===== src/sv/sprite_billboard_projector_macros.svh =====
// assertion macros for the sprite billboard projector
`ifndef SPRITE_BILLBOARD_PROJECTOR_MACROS_SVH
`define SPRITE_BILLBOARD_PROJECTOR_MACROS_SVH

`ifndef NO_ASSERTIONS

// property must hold at every clock edge outside reset
`define SBP_ASSERT(name, prop, msg) \
  name: assert property (@(posedge clk_i) disable iff (!rst_ni) prop) else $error(msg);

// condition must never be seen outside reset
`define SBP_ASSERT_NEVER(name, cond, msg) \
  name: assert property (@(posedge clk_i) disable iff (!rst_ni) !(cond)) else $error(msg);

`else

`define SBP_ASSERT(name, prop, msg)
`define SBP_ASSERT_NEVER(name, cond, msg)

`endif

`endif


===== src/sv/sbp_pkg.sv =====
// shared types, constants and helpers of the sprite billboard projector
`timescale 1ns / 1ps

package sbp_pkg;

  localparam int TILE_PIXELS = 64;

  // pipelined divider: 48-bit dividend, 32-bit divisor, quotient saturates at 16 bits
  localparam int DIV_N_W = 48;
  localparam int DIV_D_W = 32;
  localparam int DIV_Q_W = 16;
  localparam int DIV_LAT = DIV_Q_W + 1;

  // three divider spans plus the surrounding stages
  localparam int PIPE_LAT = 3 * DIV_LAT + 8;

  localparam int CFG_IDX_W  = 3;
  localparam int CFG_DATA_W = 32;

  typedef enum logic [CFG_IDX_W-1:0] {
    REG_PLANE_DIST = 3'd0,
    REG_HALF_W     = 3'd1,
    REG_HALF_H     = 3'd2,
    REG_SCREEN_W   = 3'd3,
    REG_SCREEN_H   = 3'd4,
    REG_TEX_W      = 3'd5,
    REG_TEX_H      = 3'd6
  } sbp_reg_e;

  typedef struct packed {
    logic [31:0] plane_distance;
    logic [11:0] half_screen_width;
    logic [11:0] half_screen_height;
    logic [12:0] screen_width;
    logic [12:0] screen_height;
    logic [12:0] texture_width;
    logic [12:0] texture_height;
  } sbp_cfg_t;

  localparam sbp_cfg_t CFG_RESET = '{
    plane_distance:     32'd36306944,
    half_screen_width:  12'd320,
    half_screen_height: 12'd240,
    screen_width:       13'd640,
    screen_height:      13'd480,
    texture_width:      13'd64,
    texture_height:     13'd64
  };

  typedef struct packed {
    logic signed [31:0] rel_x;
    logic signed [31:0] rel_depth;
    logic [11:0]        pixel_column;
    logic [11:0]        pixel_row;
  } sbp_req_t;

  typedef struct packed {
    logic               valid_res;
    logic signed [15:0] center_x;
    logic [15:0]        sprite_height;
    logic [15:0]        sprite_width;
    logic [11:0]        start_x;
    logic [11:0]        end_x;
    logic [11:0]        start_y;
    logic [11:0]        end_y;
    logic [11:0]        texel_x;
    logic [11:0]        texel_y;
  } sbp_res_t;

  // per-request sideband carried alongside the dividers
  typedef struct packed {
    logic               ok;
    logic [11:0]        col;
    logic [11:0]        row;
    logic               cx_neg;
    logic signed [15:0] cx;
    logic [15:0]        h;
    logic [15:0]        w;
    logic signed [17:0] top;
    logic signed [17:0] left;
    logic [11:0]        ty;
  } sbp_side_t;

  function automatic logic [12:0] size_nz(logic [12:0] s);
    return (s == '0) ? 13'd1 : s;
  endfunction

  // size - 1, floored at 0 and capped at 4095
  function automatic logic [11:0] size_lim(logic [12:0] s);
    logic [12:0] m;
    m = s - 13'd1;
    if (s == '0) begin
      return 12'd0;
    end else if (m[12]) begin
      return 12'hFFF;
    end
    return m[11:0];
  endfunction

  function automatic logic [11:0] clamp_edge(logic signed [17:0] v, logic [11:0] lim);
    if (v < 0) begin
      return 12'd0;
    end else if (v > $signed({6'b0, lim})) begin
      return lim;
    end
    return v[11:0];
  endfunction

  function automatic logic [11:0] clamp_quo(logic [15:0] q, logic [11:0] lim);
    return (q > {4'b0, lim}) ? lim : q[11:0];
  endfunction

endpackage


===== src/sv/sbp_cfg.sv =====
// configuration register file of the sprite billboard projector
`timescale 1ns / 1ps

module sbp_cfg import sbp_pkg::*; (
  input  logic                  clk_i,
  input  logic                  rst_ni,
  input  logic                  we_i,
  input  logic [CFG_IDX_W-1:0]  idx_i,
  input  logic [CFG_DATA_W-1:0] wdata_i,
  output sbp_cfg_t              cfg_o
);

  sbp_cfg_t cfg_q, cfg_d;

  always_comb begin
    cfg_d = cfg_q;
    if (we_i) begin
      unique case (sbp_reg_e'(idx_i))
        REG_PLANE_DIST: cfg_d.plane_distance     = wdata_i;
        REG_HALF_W:     cfg_d.half_screen_width  = wdata_i[11:0];
        REG_HALF_H:     cfg_d.half_screen_height = wdata_i[11:0];
        REG_SCREEN_W:   cfg_d.screen_width       = wdata_i[12:0];
        REG_SCREEN_H:   cfg_d.screen_height      = wdata_i[12:0];
        REG_TEX_W:      cfg_d.texture_width      = wdata_i[12:0];
        REG_TEX_H:      cfg_d.texture_height     = wdata_i[12:0];
        default:        cfg_d = cfg_q;
      endcase
    end
  end

  always_ff @(posedge clk_i or negedge rst_ni) begin
    if (!rst_ni) begin
      cfg_q <= CFG_RESET;
    end else begin
      cfg_q <= cfg_d;
    end
  end

  assign cfg_o = cfg_q;

endmodule


===== config.mk =====
export PLATFORM = sky130hd
export DESIGN_NAME = sbp_cfg
export DESIGN_NICKNAME = d
export VERILOG_FILES = /design/src/sv/sprite_billboard_projector_macros.svh /design/src/sv/sbp_pkg.sv /design/src/sv/sbp_cfg.sv
export SDC_FILE = /design/constraint.sdc
export NUM_CORES = 1
export LEC_CHECK = 0
export BUFFER_PORTS_ARGS = -buffer_cell sky130_fd_sc_hd__buf_2
export CAP_MARGIN = 10
export CORE_MARGIN = 3
export CORE_UTILIZATION = 30
export CTS_CLUSTER_DIAMETER = 40
export DETAILED_ROUTE_END_ITERATION = 8
export HOLD_SLACK_MARGIN = 0.15
export MAX_ROUTING_LAYER = met4
export SLEW_MARGIN = 10
export SYNTH_ARGS = -nofsm -noshare
export SYNTH_HDL_FRONTEND = slang
export SYNTH_SLANG_ARGS = --single-unit

===== constraint.sdc =====
create_clock -name clk_i -period 0.8 [get_ports clk_i]
set_clock_uncertainty 0.1 [all_clocks]
set_input_delay 0 -clock clk_i [delete_from_list [all_inputs] [get_ports clk_i]]
set_output_delay 0 -clock clk_i [all_outputs]
set_load 0.005 [all_outputs]

Yosys cells after proc, flatten, opt, wreduce, memory -nomap -nowiden
Cells that the tools add are included.
{"block": "word_totals", "register_bits": 108, "inputBits": 38, "out_inout_bits": 108}
{"block": "classes", "eq_ne": 6, "n_reduce_logical": 8}
{"op": "2-bit AND reduction", "n": 7}
{"op": "3-bit == test (second input constant)", "n": 3}
{"op": "3-bit by 2-bit == test with 1-bit output (second input constant)", "n": 2}
{"op": "3-bit by 1-bit == test with 1-bit output (second input constant)", "n": 1}
{"op": "3-bit zero test", "n": 1}

Depth between registers and ports, before layout
{"block": "depth", "word_depth": 2, "depth_mapped": 3, "mapped_depth_nobuf": 2}

Worst setup path after synthesis
No wires, ideal clock.
{"block": "synth_path", "path_type": "input to register", "start": "input idx_i[0]", "end": "register cfg_q (netlist bit cfg_o[100])", "setup_time_ns": 0.125, "arrival_time_ns": 0.923, "t_required_ns": 0.575, "slack_ns": -0.348, "path_stages": 3, "n_path_buf": 1, "path_cell_list": "nor4b_4 -> buf_6 -> mux2_2"}
{"block": "synth_via", "elab_chain_cells": 2}
{"element": "from (decl)", "line": "sbp_cfg.sv:8", "text": "input logic [CFG_IDX_W-1:0] idx_i,"}
{"element": "3-bit zero test", "line": "sbp_cfg.sv:18", "text": "unique case (sbp_reg_e'(idx_i))"}
{"element": "2-bit AND reduction (no line)"}
{"element": "to (signal assigned)", "line": "sbp_cfg.sv:35", "text": "cfg_q <= cfg_d;"}
{"element": "to (decl)", "line": "sbp_cfg.sv:13", "text": "sbp_cfg_t cfg_q, cfg_d;"}
No other way between the ends.
A chain may end at the register's enable or synchronous reset.

Final worst setup path
{"block": "layout_path", "start": "register cfg_q (netlist bit cfg_o[101])", "end": "output cfg_o[101] (netlist name)"}
{"element": "to (decl)", "line": "sbp_cfg.sv:10", "text": "output sbp_cfg_t cfg_o"}
No word-level cell between the ends.

==> impl_metrics.py <==
metrics = {
    "sta": {
        "fmax_ghz": 0.902,
        "fin_ws_ns": -0.309,
        "fin_crit_sh_pct": 139,
        "relSlewSlack_pct": 82.3,
        "fin_worst_hold_slack_ns": -0.119,
        "setup_viol": 216,
        "min_period_ns": 1.11,
        "finalHoldViolations": 84,
        "tightest_slew_ns": 0.265,
        "slew_violations": 0,
        "grt_setup_unrepaired": "yes",
    },
    "yosys": {
        "syn-num-nets": 270,
        "yosys.cell_count.top_type": "mux2_2",
        "syn-cell-area_um2": 4110,
        "yosys-top-cells-area": "dfrtp_1 (55%), mux2_2 (29%), dfstp_2 (12%)",
        "yosysTopAreaCell": "dfrtp_1",
        "synthCells": 232,
        "synth_ff_type": "dfrtp_1",
        "synthesis.area_per_instance_um2": 17.7,
        "yosysSeqAreaShare_pct": 66.3,
        "yosys_warnings": 0,
        "ys_seq_elements": 108,
        "synth_edf_count": 0,
        "synthArstFlopShare_pct": 100,
        "yosysTopAreaCellShare_pct": 54.8,
        "synthTopCellsByCount": "mux2_2 (106), dfrtp_1 (90), dfstp_2 (18), buf_6 (6)",
        "synth_cell_type_count": 9,
    },
    "worst_setup_path": {
        "max_stage_delay_ns": 0.55,
        "path_buf_inv": 1,
        "endpoint_kind": "primary output",
        "path_cells": "buf_2",
        "cp_data_arrival_time_ns": 1.01,
        "cp_slowest_cell": "dfstp_2",
        "reg2reg_slack_ns": -0.22,
        "rr_worst_depth": 2,
        "r2r_end": "cfg_o[82]$_DFFE_PN0P_",
        "cp_top_family": "flip-flops",
        "critPathMaxFanout": 2,
        "crit_type": "reg -> out",
        "crit_start": "cfg_o[101]$_DFFE_PN1P_",
        "crit_required_ns": 0.70,
        "rr_startpoint": "cfg_o[82]$_DFFE_PN0P_",
        "startpoint_type": "flop",
    },
    "cells_and_area": {
        "multiInputGateArea_um2": 1690,
        "area_growth_pct": 83.8,
        "fill_cells": 1072,
        "post-route-util_pct": 56.6,
        "stdcell_count": 690,
        "drive_gt1_share_pct": 77.6,
        "diodes": 0,
        "num-nets-final": 547,
        "seqCellArea_um2": 2730,
        "largest_reg_flops": 108,
    },
    "route": {
        "final_antenna_net_count": 0,
        "wl_mm": 12.5,
        "detail_route.wl_per_cell_um": 18.1,
        "initialDrtViolationCount": 96,
        "avgViaCountPerCell": 4.44,
        "first_pass_iters": 3,
        "vias": 3061,
        "drc": 0,
    },
    "cts": {
        "cts_hold_buf": 21,
        "clock_path_buffers": 2,
        "clkTransAtPathRegs_ns": 0.07,
        "cts.root.buffer_cell": "clkbuf_16",
        "clock-sinks": 108,
        "clock_latency_ns": 0.35,
        "cts_buffers": 9,
        "cts-htree-levels": 3,
        "cts_tree": "built",
    },
    "global_route": {
        "antenna_found_initial": 0,
        "grt_util_all_layers_pct": 17.0,
        "grt_pass1_vias": 3193,
        "grt_max_degree": 49,
        "grt_overflow": 0,
        "grt_pass1_wl_mm": 18.4,
    },
    "floorplanning": {
        "io_pins": 146,
        "row_count": 42,
        "start_util_pct": 30.8,
        "dieArea_um2": 15100,
        "die_h_um": 123,
        "die_w_um": 123,
        "core_area_um2": 13300,
    },
    "worst_hold_path": {
        "worst_hold_path.num_cells": 2,
        "hold_path_end": "cfg_o[73]$_DFFE_PN0P_",
        "worstHoldStart": "wdata_i[9]",
        "hold_path.class": "in -> reg",
    },
    "placed_design": {
        "placed_cells": 600,
        "dp_hpwl_mm": 7.30,
        "place_congestion": 0.700,
        "port_buffers": 145,
    },
    "outcome": {
        "status": "finished with violations",
        "violations": "negative hold slack, negative setup slack",
    },
    "run": {
        "max_cap_violations": 0,
    },
    "power_and_ir_drop": {
        "peakVddDrop_v": 0.00118,
        "p_leak_nw": 3.74,
        "power.total_mw": 18.3,
        "power_per_cell_area_nw_per_um2": 2420,
    },
}
==> worst max-delay path by stage <==
| stage | end | slack, ns | cells after the start |
|---|---|---|---|
| finish | cfg_o[101] | -0.31 | 1 |
| global route | cfg_o[101] | -0.34 | 1 |
| CTS | cfg_o[6] | -0.31 | 1 |
| detailed placement | cfg_o[105]$_DFFE_PN0P_ | -0.55 | 4 |
| global placement | cfg_o[80]$_DFFE_PN0P_ | -0.53 | 4 |
| floorplan | cfg_o[105]$_DFFE_PN0P_ | -0.35 | 3 |
==> per-stage QoR <==
step	cell area [µm²]	hold WS, ns	setup slack [ns]	setup TNS [ns]
after floorplan	4330	-0.396	-0.348	-22.29
after global placement	5690	-0.0955	-0.534	-47.55
after detailed placement	5690	-0.0879	-0.552	-49.78
after CTS	7270	-0.136	-0.312	-39.19
after global routing	7560	-0.119	-0.343	-45.31
final	7560	-0.119	-0.309	-39.30
==> layout by cell type, fill, tap and decap left out <==
master,synthesis,final
clkinv_2,0,2
nor4b_4,1,1
dfrtp_1,90,90
dlygate4sd3_1,0,21
and4bb_4,0,3
mux2_2,106,8
clkbuf_1,0,1
buf_12,0,13
clkbuf_8,0,2
nand4b_1,3,3
clkbuf_16,0,10
dfstp_2,18,18
bufinv_16,0,1
buf_6,6,113
buf_8,0,3
mux2_4,0,100
buf_2,3,98
buf_4,0,20
buf_16,0,6
clkinvlp_4,0,1
==> what timing repair did <==
item,CTS,global route
gates cloned,8,1
endpoints found under the hold margin,216,171
resized for setup,159,40
buffers inserted,27,25
pin swaps,4,3
setup endpoints to repair,216,216
==> report_power, final <==
group	switching, mW	internal [mW]
Combinational	1.69	4.45
Clock	1.95	2.59
Sequential	0.809	6.82
==> logic make-up after synthesis <==
family	synth area share [%]
muxes	29.6
DFF	66.3
buffers and inverters	2.01
and+or+nand+nor	2.13
==> final cells by class <==
type / count / share of cell area, %
multi-input cells: 115 / 22.4
clock buffers: 12 / 3.39
well taps: 176 / 2.91
flip-flops and latches: 108 / 36.1
clock inverters: 4 / 0.629
repair buffers: 275 / 34.6
==> layer usage <==
| layer | up-vias | GRT usage, % | part of all wire [%] |
|---|---|---|---|
| li1 | 1386 | - | - |
| met1 | 1569 | 22.5 | 44 |
| met2 | 92 | 25.9 | 49 |
| met3 | 14 | 3.89 | 5.2 |
| met4 | 0 | 5.81 | 1.4 |
| met5 | - | - | 0 |
No activity file was read; power rests on OpenSTA's default activity.
