**config.mk**
```make
export PLATFORM = sky130hd
export DESIGN_NAME = sbp_div
export DESIGN_NICKNAME = d
export VERILOG_FILES = /design/src/sv/sprite_billboard_projector_macros.svh /design/src/sv/sbp_pkg.sv /design/src/sv/sbp_div.sv
export SDC_FILE = /design/constraint.sdc
export NUM_CORES = 2
export LEC_CHECK = 0
export CORE_MARGIN = 1
export CORE_UTILIZATION = 65
export CTS_CLUSTER_DIAMETER = 60
export DETAILED_ROUTE_END_ITERATION = 7
export DONT_BUFFER_PORTS = 1
export GPL_TIMING_DRIVEN = 0
export PLACE_DENSITY = 0.77
export SYNTH_ARGS = -nofsm -noshare
export SYNTH_HDL_FRONTEND = slang
export SYNTH_SLANG_ARGS = --single-unit
```
**constraint.sdc**
```tcl
create_clock -name clk_i -period 5.1 [get_ports clk_i]
set_input_delay 0.255 -clock clk_i [delete_from_list [all_inputs] [get_ports clk_i]]
set_output_delay 0.255 -clock clk_i [all_outputs]
set_load 0.02 [all_outputs]
```
**src/sv/sprite_billboard_projector_macros.svh**
```systemverilog
// assertion macros for the sprite billboard projector
`ifndef SPRITE_BILLBOARD_PROJECTOR_MACROS_SVH
`define SPRITE_BILLBOARD_PROJECTOR_MACROS_SVH

`ifndef NO_ASSERTIONS

// property must hold at every clock edge outside reset
`define SBP_ASSERT(name, prop, msg) \
  name: assert property (@(posedge clk_i) disable iff (!rst_ni) prop) else $error(msg);

// condition must never be seen outside reset
`define SBP_ASSERT_NEVER(name, cond, msg) \
  name: assert property (@(posedge clk_i) disable iff (!rst_ni) !(cond)) else $error(msg);

`else

`define SBP_ASSERT(name, prop, msg)
`define SBP_ASSERT_NEVER(name, cond, msg)

`endif

`endif

```
**src/sv/sbp_pkg.sv**
```systemverilog
// shared types, constants and helpers of the sprite billboard projector
`timescale 1ns / 1ps

package sbp_pkg;

  localparam int TILE_PIXELS = 64;

  // pipelined divider: 48-bit dividend, 32-bit divisor, quotient saturates at 16 bits
  localparam int DIV_N_W = 48;
  localparam int DIV_D_W = 32;
  localparam int DIV_Q_W = 16;
  localparam int DIV_LAT = DIV_Q_W + 1;

  // three divider spans plus the surrounding stages
  localparam int PIPE_LAT = 3 * DIV_LAT + 8;

  localparam int CFG_IDX_W  = 3;
  localparam int CFG_DATA_W = 32;

  typedef enum logic [CFG_IDX_W-1:0] {
    REG_PLANE_DIST = 3'd0,
    REG_HALF_W     = 3'd1,
    REG_HALF_H     = 3'd2,
    REG_SCREEN_W   = 3'd3,
    REG_SCREEN_H   = 3'd4,
    REG_TEX_W      = 3'd5,
    REG_TEX_H      = 3'd6
  } sbp_reg_e;

  typedef struct packed {
    logic [31:0] plane_distance;
    logic [11:0] half_screen_width;
    logic [11:0] half_screen_height;
    logic [12:0] screen_width;
    logic [12:0] screen_height;
    logic [12:0] texture_width;
    logic [12:0] texture_height;
  } sbp_cfg_t;

  localparam sbp_cfg_t CFG_RESET = '{
    plane_distance:     32'd36306944,
    half_screen_width:  12'd320,
    half_screen_height: 12'd240,
    screen_width:       13'd640,
    screen_height:      13'd480,
    texture_width:      13'd64,
    texture_height:     13'd64
  };

  typedef struct packed {
    logic signed [31:0] rel_x;
    logic signed [31:0] rel_depth;
    logic [11:0]        pixel_column;
    logic [11:0]        pixel_row;
  } sbp_req_t;

  typedef struct packed {
    logic               valid_res;
    logic signed [15:0] center_x;
    logic [15:0]        sprite_height;
    logic [15:0]        sprite_width;
    logic [11:0]        start_x;
    logic [11:0]        end_x;
    logic [11:0]        start_y;
    logic [11:0]        end_y;
    logic [11:0]        texel_x;
    logic [11:0]        texel_y;
  } sbp_res_t;

  // per-request sideband carried alongside the dividers
  typedef struct packed {
    logic               ok;
    logic [11:0]        col;
    logic [11:0]        row;
    logic               cx_neg;
    logic signed [15:0] cx;
    logic [15:0]        h;
    logic [15:0]        w;
    logic signed [17:0] top;
    logic signed [17:0] left;
    logic [11:0]        ty;
  } sbp_side_t;

  function automatic logic [12:0] size_nz(logic [12:0] s);
    return (s == '0) ? 13'd1 : s;
  endfunction

  // size - 1, floored at 0 and capped at 4095
  function automatic logic [11:0] size_lim(logic [12:0] s);
    logic [12:0] m;
    m = s - 13'd1;
    if (s == '0) begin
      return 12'd0;
    end else if (m[12]) begin
      return 12'hFFF;
    end
    return m[11:0];
  endfunction

  function automatic logic [11:0] clamp_edge(logic signed [17:0] v, logic [11:0] lim);
    if (v < 0) begin
      return 12'd0;
    end else if (v > $signed({6'b0, lim})) begin
      return lim;
    end
    return v[11:0];
  endfunction

  function automatic logic [11:0] clamp_quo(logic [15:0] q, logic [11:0] lim);
    return (q > {4'b0, lim}) ? lim : q[11:0];
  endfunction

endpackage

```
**src/sv/sbp_div.sv**
```systemverilog
// pipelined restoring divider, one quotient bit per stage after the first, quotient saturated
`timescale 1ns / 1ps

module sbp_div import sbp_pkg::*; (
  input  logic               clk_i,
  input  logic [DIV_N_W-1:0] num_i,
  input  logic [DIV_D_W-1:0] den_i,
  output logic [DIV_Q_W-1:0] quo_o
);

  logic [DIV_N_W-1:0] rem_q [DIV_LAT];
  logic [DIV_N_W-1:0] rem_d [DIV_LAT];
  logic [DIV_D_W-1:0] den_q [DIV_LAT];
  logic [DIV_D_W-1:0] den_d [DIV_LAT];
  logic [DIV_Q_W-1:0] quo_q [DIV_LAT];
  logic [DIV_Q_W-1:0] quo_d [DIV_LAT];
  logic [DIV_LAT-1:0] ovf_q, ovf_d;
  logic [DIV_N_W-1:0] dsh [1:DIV_Q_W];
  logic [DIV_Q_W:1]   take;

  always_comb begin
    rem_d[0] = num_i;
    den_d[0] = den_i;
    quo_d[0] = '0;
    // quotient would not fit in 16 bits
    ovf_d[0] = num_i >= (DIV_N_W'(den_i) << DIV_Q_W);
    for (int k = 1; k < DIV_LAT; k++) begin
      dsh[k]   = DIV_N_W'(den_q[k-1]) << (DIV_Q_W - k);
      take[k]  = rem_q[k-1] >= dsh[k];
      rem_d[k] = take[k] ? (rem_q[k-1] - dsh[k]) : rem_q[k-1];
      den_d[k] = den_q[k-1];
      ovf_d[k] = ovf_q[k-1];
      quo_d[k] = quo_q[k-1];
      quo_d[k][DIV_Q_W-k] = take[k];
    end
  end

  always_ff @(posedge clk_i) begin
    for (int k = 0; k < DIV_LAT; k++) begin
      rem_q[k] <= rem_d[k];
      den_q[k] <= den_d[k];
      quo_q[k] <= quo_d[k];
    end
    ovf_q <= ovf_d;
  end

  assign quo_o = ovf_q[DIV_LAT-1] ? '1 : quo_q[DIV_LAT-1];

endmodule
```
======== Yosys cells after proc, flatten, opt, wreduce, memory -nomap -nowiden ========
Memories as Yosys holds them, arrays and structs flattened.
Index checks and enable logic that the tools add are counted.
word-level totals
  memories ................................ 3
  register bits ........................... 17
  bits in writable memories ............... 1632
  word-level logic and storage cells ...... 54
  output and inout port bits .............. 16
memories
  memory  words  width  read ports  clocked after Yosys merged registers in  write ports  line           source
  rem_q   17     48     16          0                                        17           sbp_div.sv:11  logic [DIV_N_W-1:0] rem_q [DIV_LAT];
  den_q   17     32     16          0                                        17           sbp_div.sv:13  logic [DIV_D_W-1:0] den_q [DIV_LAT];
  quo_q   17     16     17          0                                        17           sbp_div.sv:15  logic [DIV_Q_W-1:0] quo_q [DIV_LAT];
cells by class
  add/subtract/negate cells ............... 16
  order comparisons ....................... 17
  multiplexer cells ....................... 17
operator list
  operator                        number
  2-to-1 mux 48 bit               16
  >= comparator 48 x 32 -> 1 bit  1
  >= comparator 48 x 33 -> 1 bit  1
  >= comparator 48 x 34 -> 1 bit  1
  >= comparator 48 x 35 -> 1 bit  1
  >= comparator 48 x 36 -> 1 bit  1
  >= comparator 48 x 37 -> 1 bit  1
  >= comparator 48 x 38 -> 1 bit  1
  >= comparator 48 x 39 -> 1 bit  1
  >= comparator 48 x 40 -> 1 bit  1
  >= comparator 48 x 41 -> 1 bit  1
  >= comparator 48 x 42 -> 1 bit  1
  >= comparator 48 x 43 -> 1 bit  1
  >= comparator 48 x 44 -> 1 bit  1
  >= comparator 48 x 45 -> 1 bit  1
  >= comparator 48 x 46 -> 1 bit  1
  >= comparator 48 x 47 -> 1 bit  1
  >= comparator 48 bit            1
  subtractor 48 x 32 -> 48 bit    1
  subtractor 48 x 33 -> 48 bit    1
  subtractor 48 x 34 -> 48 bit    1
  subtractor 48 x 35 -> 48 bit    1
  subtractor 48 x 36 -> 48 bit    1
  subtractor 48 x 37 -> 48 bit    1
  other kinds (11)                11

======== Longest topological paths before layout ========
An unclocked memory read counts as a cell.
  depth in word-level cells ............... 3
  gate-level depth with buffers ........... 15

======== Least setup slack after synthesis ========
No wires, ideal clock.
  kind .................................... register -> register
  start ................................... memory rem_q[1][14], in the netlist rem_q[0][62]
  end ..................................... memory rem_q[2][44], in the netlist rem_q[0][140]
  data arrival time ....................... 3.141 ns
  setup slack ............................. 1.838 ns
  setup time .............................. 0.121 ns
  cell stages (with the launch flop) ...... 15
  cell sequence ........................... dfxtp_1 -> inv_1 -> ha_1 -> inv_1 -> fa_1 -> a211oi_1 -> o21ai_1 -> a41oi_1 -> o211ai_1 -> a31oi_1 -> nor2_1 -> or4_1 -> a31oi_1 -> xnor2_1 -> mux2_2
RTL lines
  what                line
  start: declaration  sbp_div.sv:11

==> run summary <==
I/O pins - 97
core area - 100000 um^2
Routed WL - 167000 um
pin count of the biggest net entering global routing - 17
final setup violation count - 0
Worst-path clk slew - 0.06 ns
drt first pass iters - 8
Mean Syn Cell Area - 9.17 um^2
DRT antenna net count - 0
P_leak - 33.7 nW
Cell Area, Placed - 67600 um^2
worst-path maximum fanout - 10
first-pass GRT wire length - 262000 um
final slew viol count - 0
# placed instances - 8536
clock sink total - 1433
Final #Nets - 8069
Initial Utilization - 0.657
Mapped Area - 65900 um^2
Critical Path RT - 5.72 ns
EDFF count, synth - 0
Routability Congestion - 0.988
PD cells - 673 nW/um^2
Die Ht - 320 um
number of port buffers - 0
period utilization - 0.964
Sw Share - 0.380
Pint - 30.7 mW
final instance count without filler cells - 8900
skew final - 0.0289 ns
register area share after synthesis - 0.436
routed via count - 51800
H-tree depth - 4
initial antenna violation count - 1
Residual DRC - 0
Period minus WS final - 4.91 ns
RSZ-0062 raised after global routing - no
critical path depth - 12
Worst setup EP type - flop
commonest non-fill, non-tap cell in the layout - dfxtp_1
WP buf/inv - 4
drt initial violations - 2956
CP max-delay cell - nor3_1
Peak VDD IR - 0.372 mV
vias in the first global route - 53400
Comb power frac - 0.451
switching power - 18.8 mW
Clk Tree Root Cell - clkbuf_16
status - completed
Total GRT Usage - 0.320
total power - 49.6 mW
CTS Buf Count - 150
top_reg_cell synth - dfxtp_1
critical path launch point type - flop
most frequent cells in the layout - dfxtp_1, inv_1, a21oi_1
worst slew pin tran - 1.40 ns
share of cells above drive strength 1 - 0.0640
Placement Rows - 116
Post-Synthesis Cells - 7178
grt total ovfl - 0
#FFs+latches synth - 1433
hold depth - 6
Max Fclk - 0.203 GHz
via-per-instance ratio - 5.82
CP cell instances - inv_1, ha_1, buf_2, nand4_1, nor3_1, nand4_1, nor3_1, nor4_1, nor3_4, clkbuf_1, clkbuf_1, a21oi_1
die area - 103000 um^2
Post-Syn Nets - 7818
TritonCTS clock tree - built
Unique masters post-synth - 91
Crit Path Category - flop to flop
postcts setup bufs - 0
clock power share - 0.223
Max-slew headroom - 0.0560
Final Cell Area - 73700 um^2
Hold Path Class - input pin to flop
ys async rst share - 0
Top delay family on crit path - simple AND/OR/NAND/NOR gates
clock insertion delay at the later pin of the skew report - 0.78 ns
CP max stage delay - 0.77 ns
worst path arrival time - 5.53 ns
Die Wd - 320 um
Final Hold Fails - 0
WL per Instance - 18.7 um
Layout area overhead - 11.9%
worst reg2reg path depth - 12
maxcap violations - 0
register share of total power - 0.325
CTS Buffer Depth - 3
dpl hpwl - 126000 um
synth warn - 0
cell usage after synthesis (all sizes together) (13+ instances only):
cell type / number / share of area
dfxtp: 1433 / 0.44
inv: 692 / 0.039
a21oi: 673 / 0.051
ha: 544 / 0.10
nor2: 482 / 0.027
nand2: 436 / 0.025
o21ai: 412 / 0.031
xnor2: 304 / 0.040
a21o: 302 / 0.034
xor2: 224 / 0.030
clkbuf: 150 / 0.0086
mux2: 138 / 0.025
nor3: 113 / 0.0087
nand3: 95 / 0.0072
nand4: 91 / 0.0086
o21bai: 83 / 0.0095
nand2b: 74 / 0.0070
nor2b: 72 / 0.0068
nor4: 72 / 0.0069
o21a: 69 / 0.0079
a31oi: 55 / 0.0052
a211oi: 53 / 0.0061
and3: 47 / 0.0045
or2: 46 / 0.0044
o31ai: 42 / 0.0048
buf: 34 / 0.0026
or3: 32 / 0.0030
and2: 31 / 0.0029
o211ai: 30 / 0.0034
or4: 22 / 0.0025
and4: 21 / 0.0028
nor4b: 21 / 0.0029
a21boi: 20 / 0.0023
nand3b: 20 / 0.0023
a41oi: 17 / 0.0023
o31a: 17 / 0.0023
a2111oi: 15 / 0.0021
fa: 15 / 0.0046
a211o: 14 / 0.0019
a221oi: 13 / 0.0017
nand4b: 13 / 0.0017
state kept, by name, indices dropped and copies added, names as in the netlist:
| register | cells |
|---|---|
| den_q | 512 |
| rem_q | 768 |
| ovf_q | 17 |
| quo_q | 136 |
area by class of cell:
type / instances / area, um^2
sequential: 1433 / 28700
clock inverter: 59 / 847
fill: 7207 / 26600
antenna: 2 / 5.00
buffer: 184 / 742
timing repair buffer: 99 / 988
multi-input combinational: 4868 / 33800
inverter: 693 / 2600
clock buffer: 205 / 4270
tap: 1357 / 1700
final timing paths:
kind | start | end | slack (ns)
setup / recovery | den_q[0][110]$_DFF_P_ | rem_q[0][213]$_DFF_P_ | 0.19
hold / removal | den_i[31] | ovf_q[0]$_DFF_P_ | 0.02
setup reg to reg | den_q[0][110]$_DFF_P_ | rem_q[0][213]$_DFF_P_ | 0.19
hold reg to reg | ovf_q[4]$_DFF_P_ | ovf_q[5]$_DFF_P_ | 0.32
power groups by stage:
stage | logic (mW) | clock network (mW) | registers [mW]
finish | 22.4 | 11.1 | 16.1
floorplan | 17.3 | 0 | 15.7
global route | 24.7 | 11.7 | 16.4
detailed placement | 21.7 | 0 | 16.3
global placement | 21.3 | 0 | 16.2
CTS | 22.0 | 11.2 | 16.1
stage by stage:
stage	TNS (ns)	setup slack (ns)	util	hold WS (ns)
final	0	0.185	0.735	0.0176
after global routing	0	0.0166	0.735	0.00992
after CTS	0	0.0488	0.735	0.000148
after detailed placement	-1.65	-0.147	0.674	0.283
after global placement	-1.22	-0.0885	0.674	0.283
after floorplan	0	1.84	-	0.283
tightest hold or removal path: cells and delay by family:
family                     cells  cell delay (ns)
AOI/OAI and AO/OA              4             0.29
adders and majority gates      1             0.13
buffers and inverters          1             0.03
per-layer routing:
layer,up-vias,share of wire,track usage
met5,-,0,0
met4,0,0.084,0.257
met3,700,0.038,0.0436
met2,1744,0.55,0.647
met1,23800,0.33,0.276
li1,25500,-,-
kinds of logic after synthesis:
logic type | after synthesis | share of synthesized area
AO/OA/AOI/OAI | 1928 | 0.182
XOR/XNOR | 528 | 0.0702
adder cells (fa/ha/maj) | 559 | 0.108
buffers and inverters | 877 | 0.0507
flip-flops | 1433 | 0.436
multiplexers | 144 | 0.0259
AND/OR/NAND/NOR | 1709 | 0.127
repair_timing:
item | CTS | global route
hold endpoints to repair | 81 | 0
hold buffers | 98 | 0
endpoints found under the setup margin | 29 | 3
resized for setup | 3 | 1
Note: power is estimated with default switching activity, not from simulation.
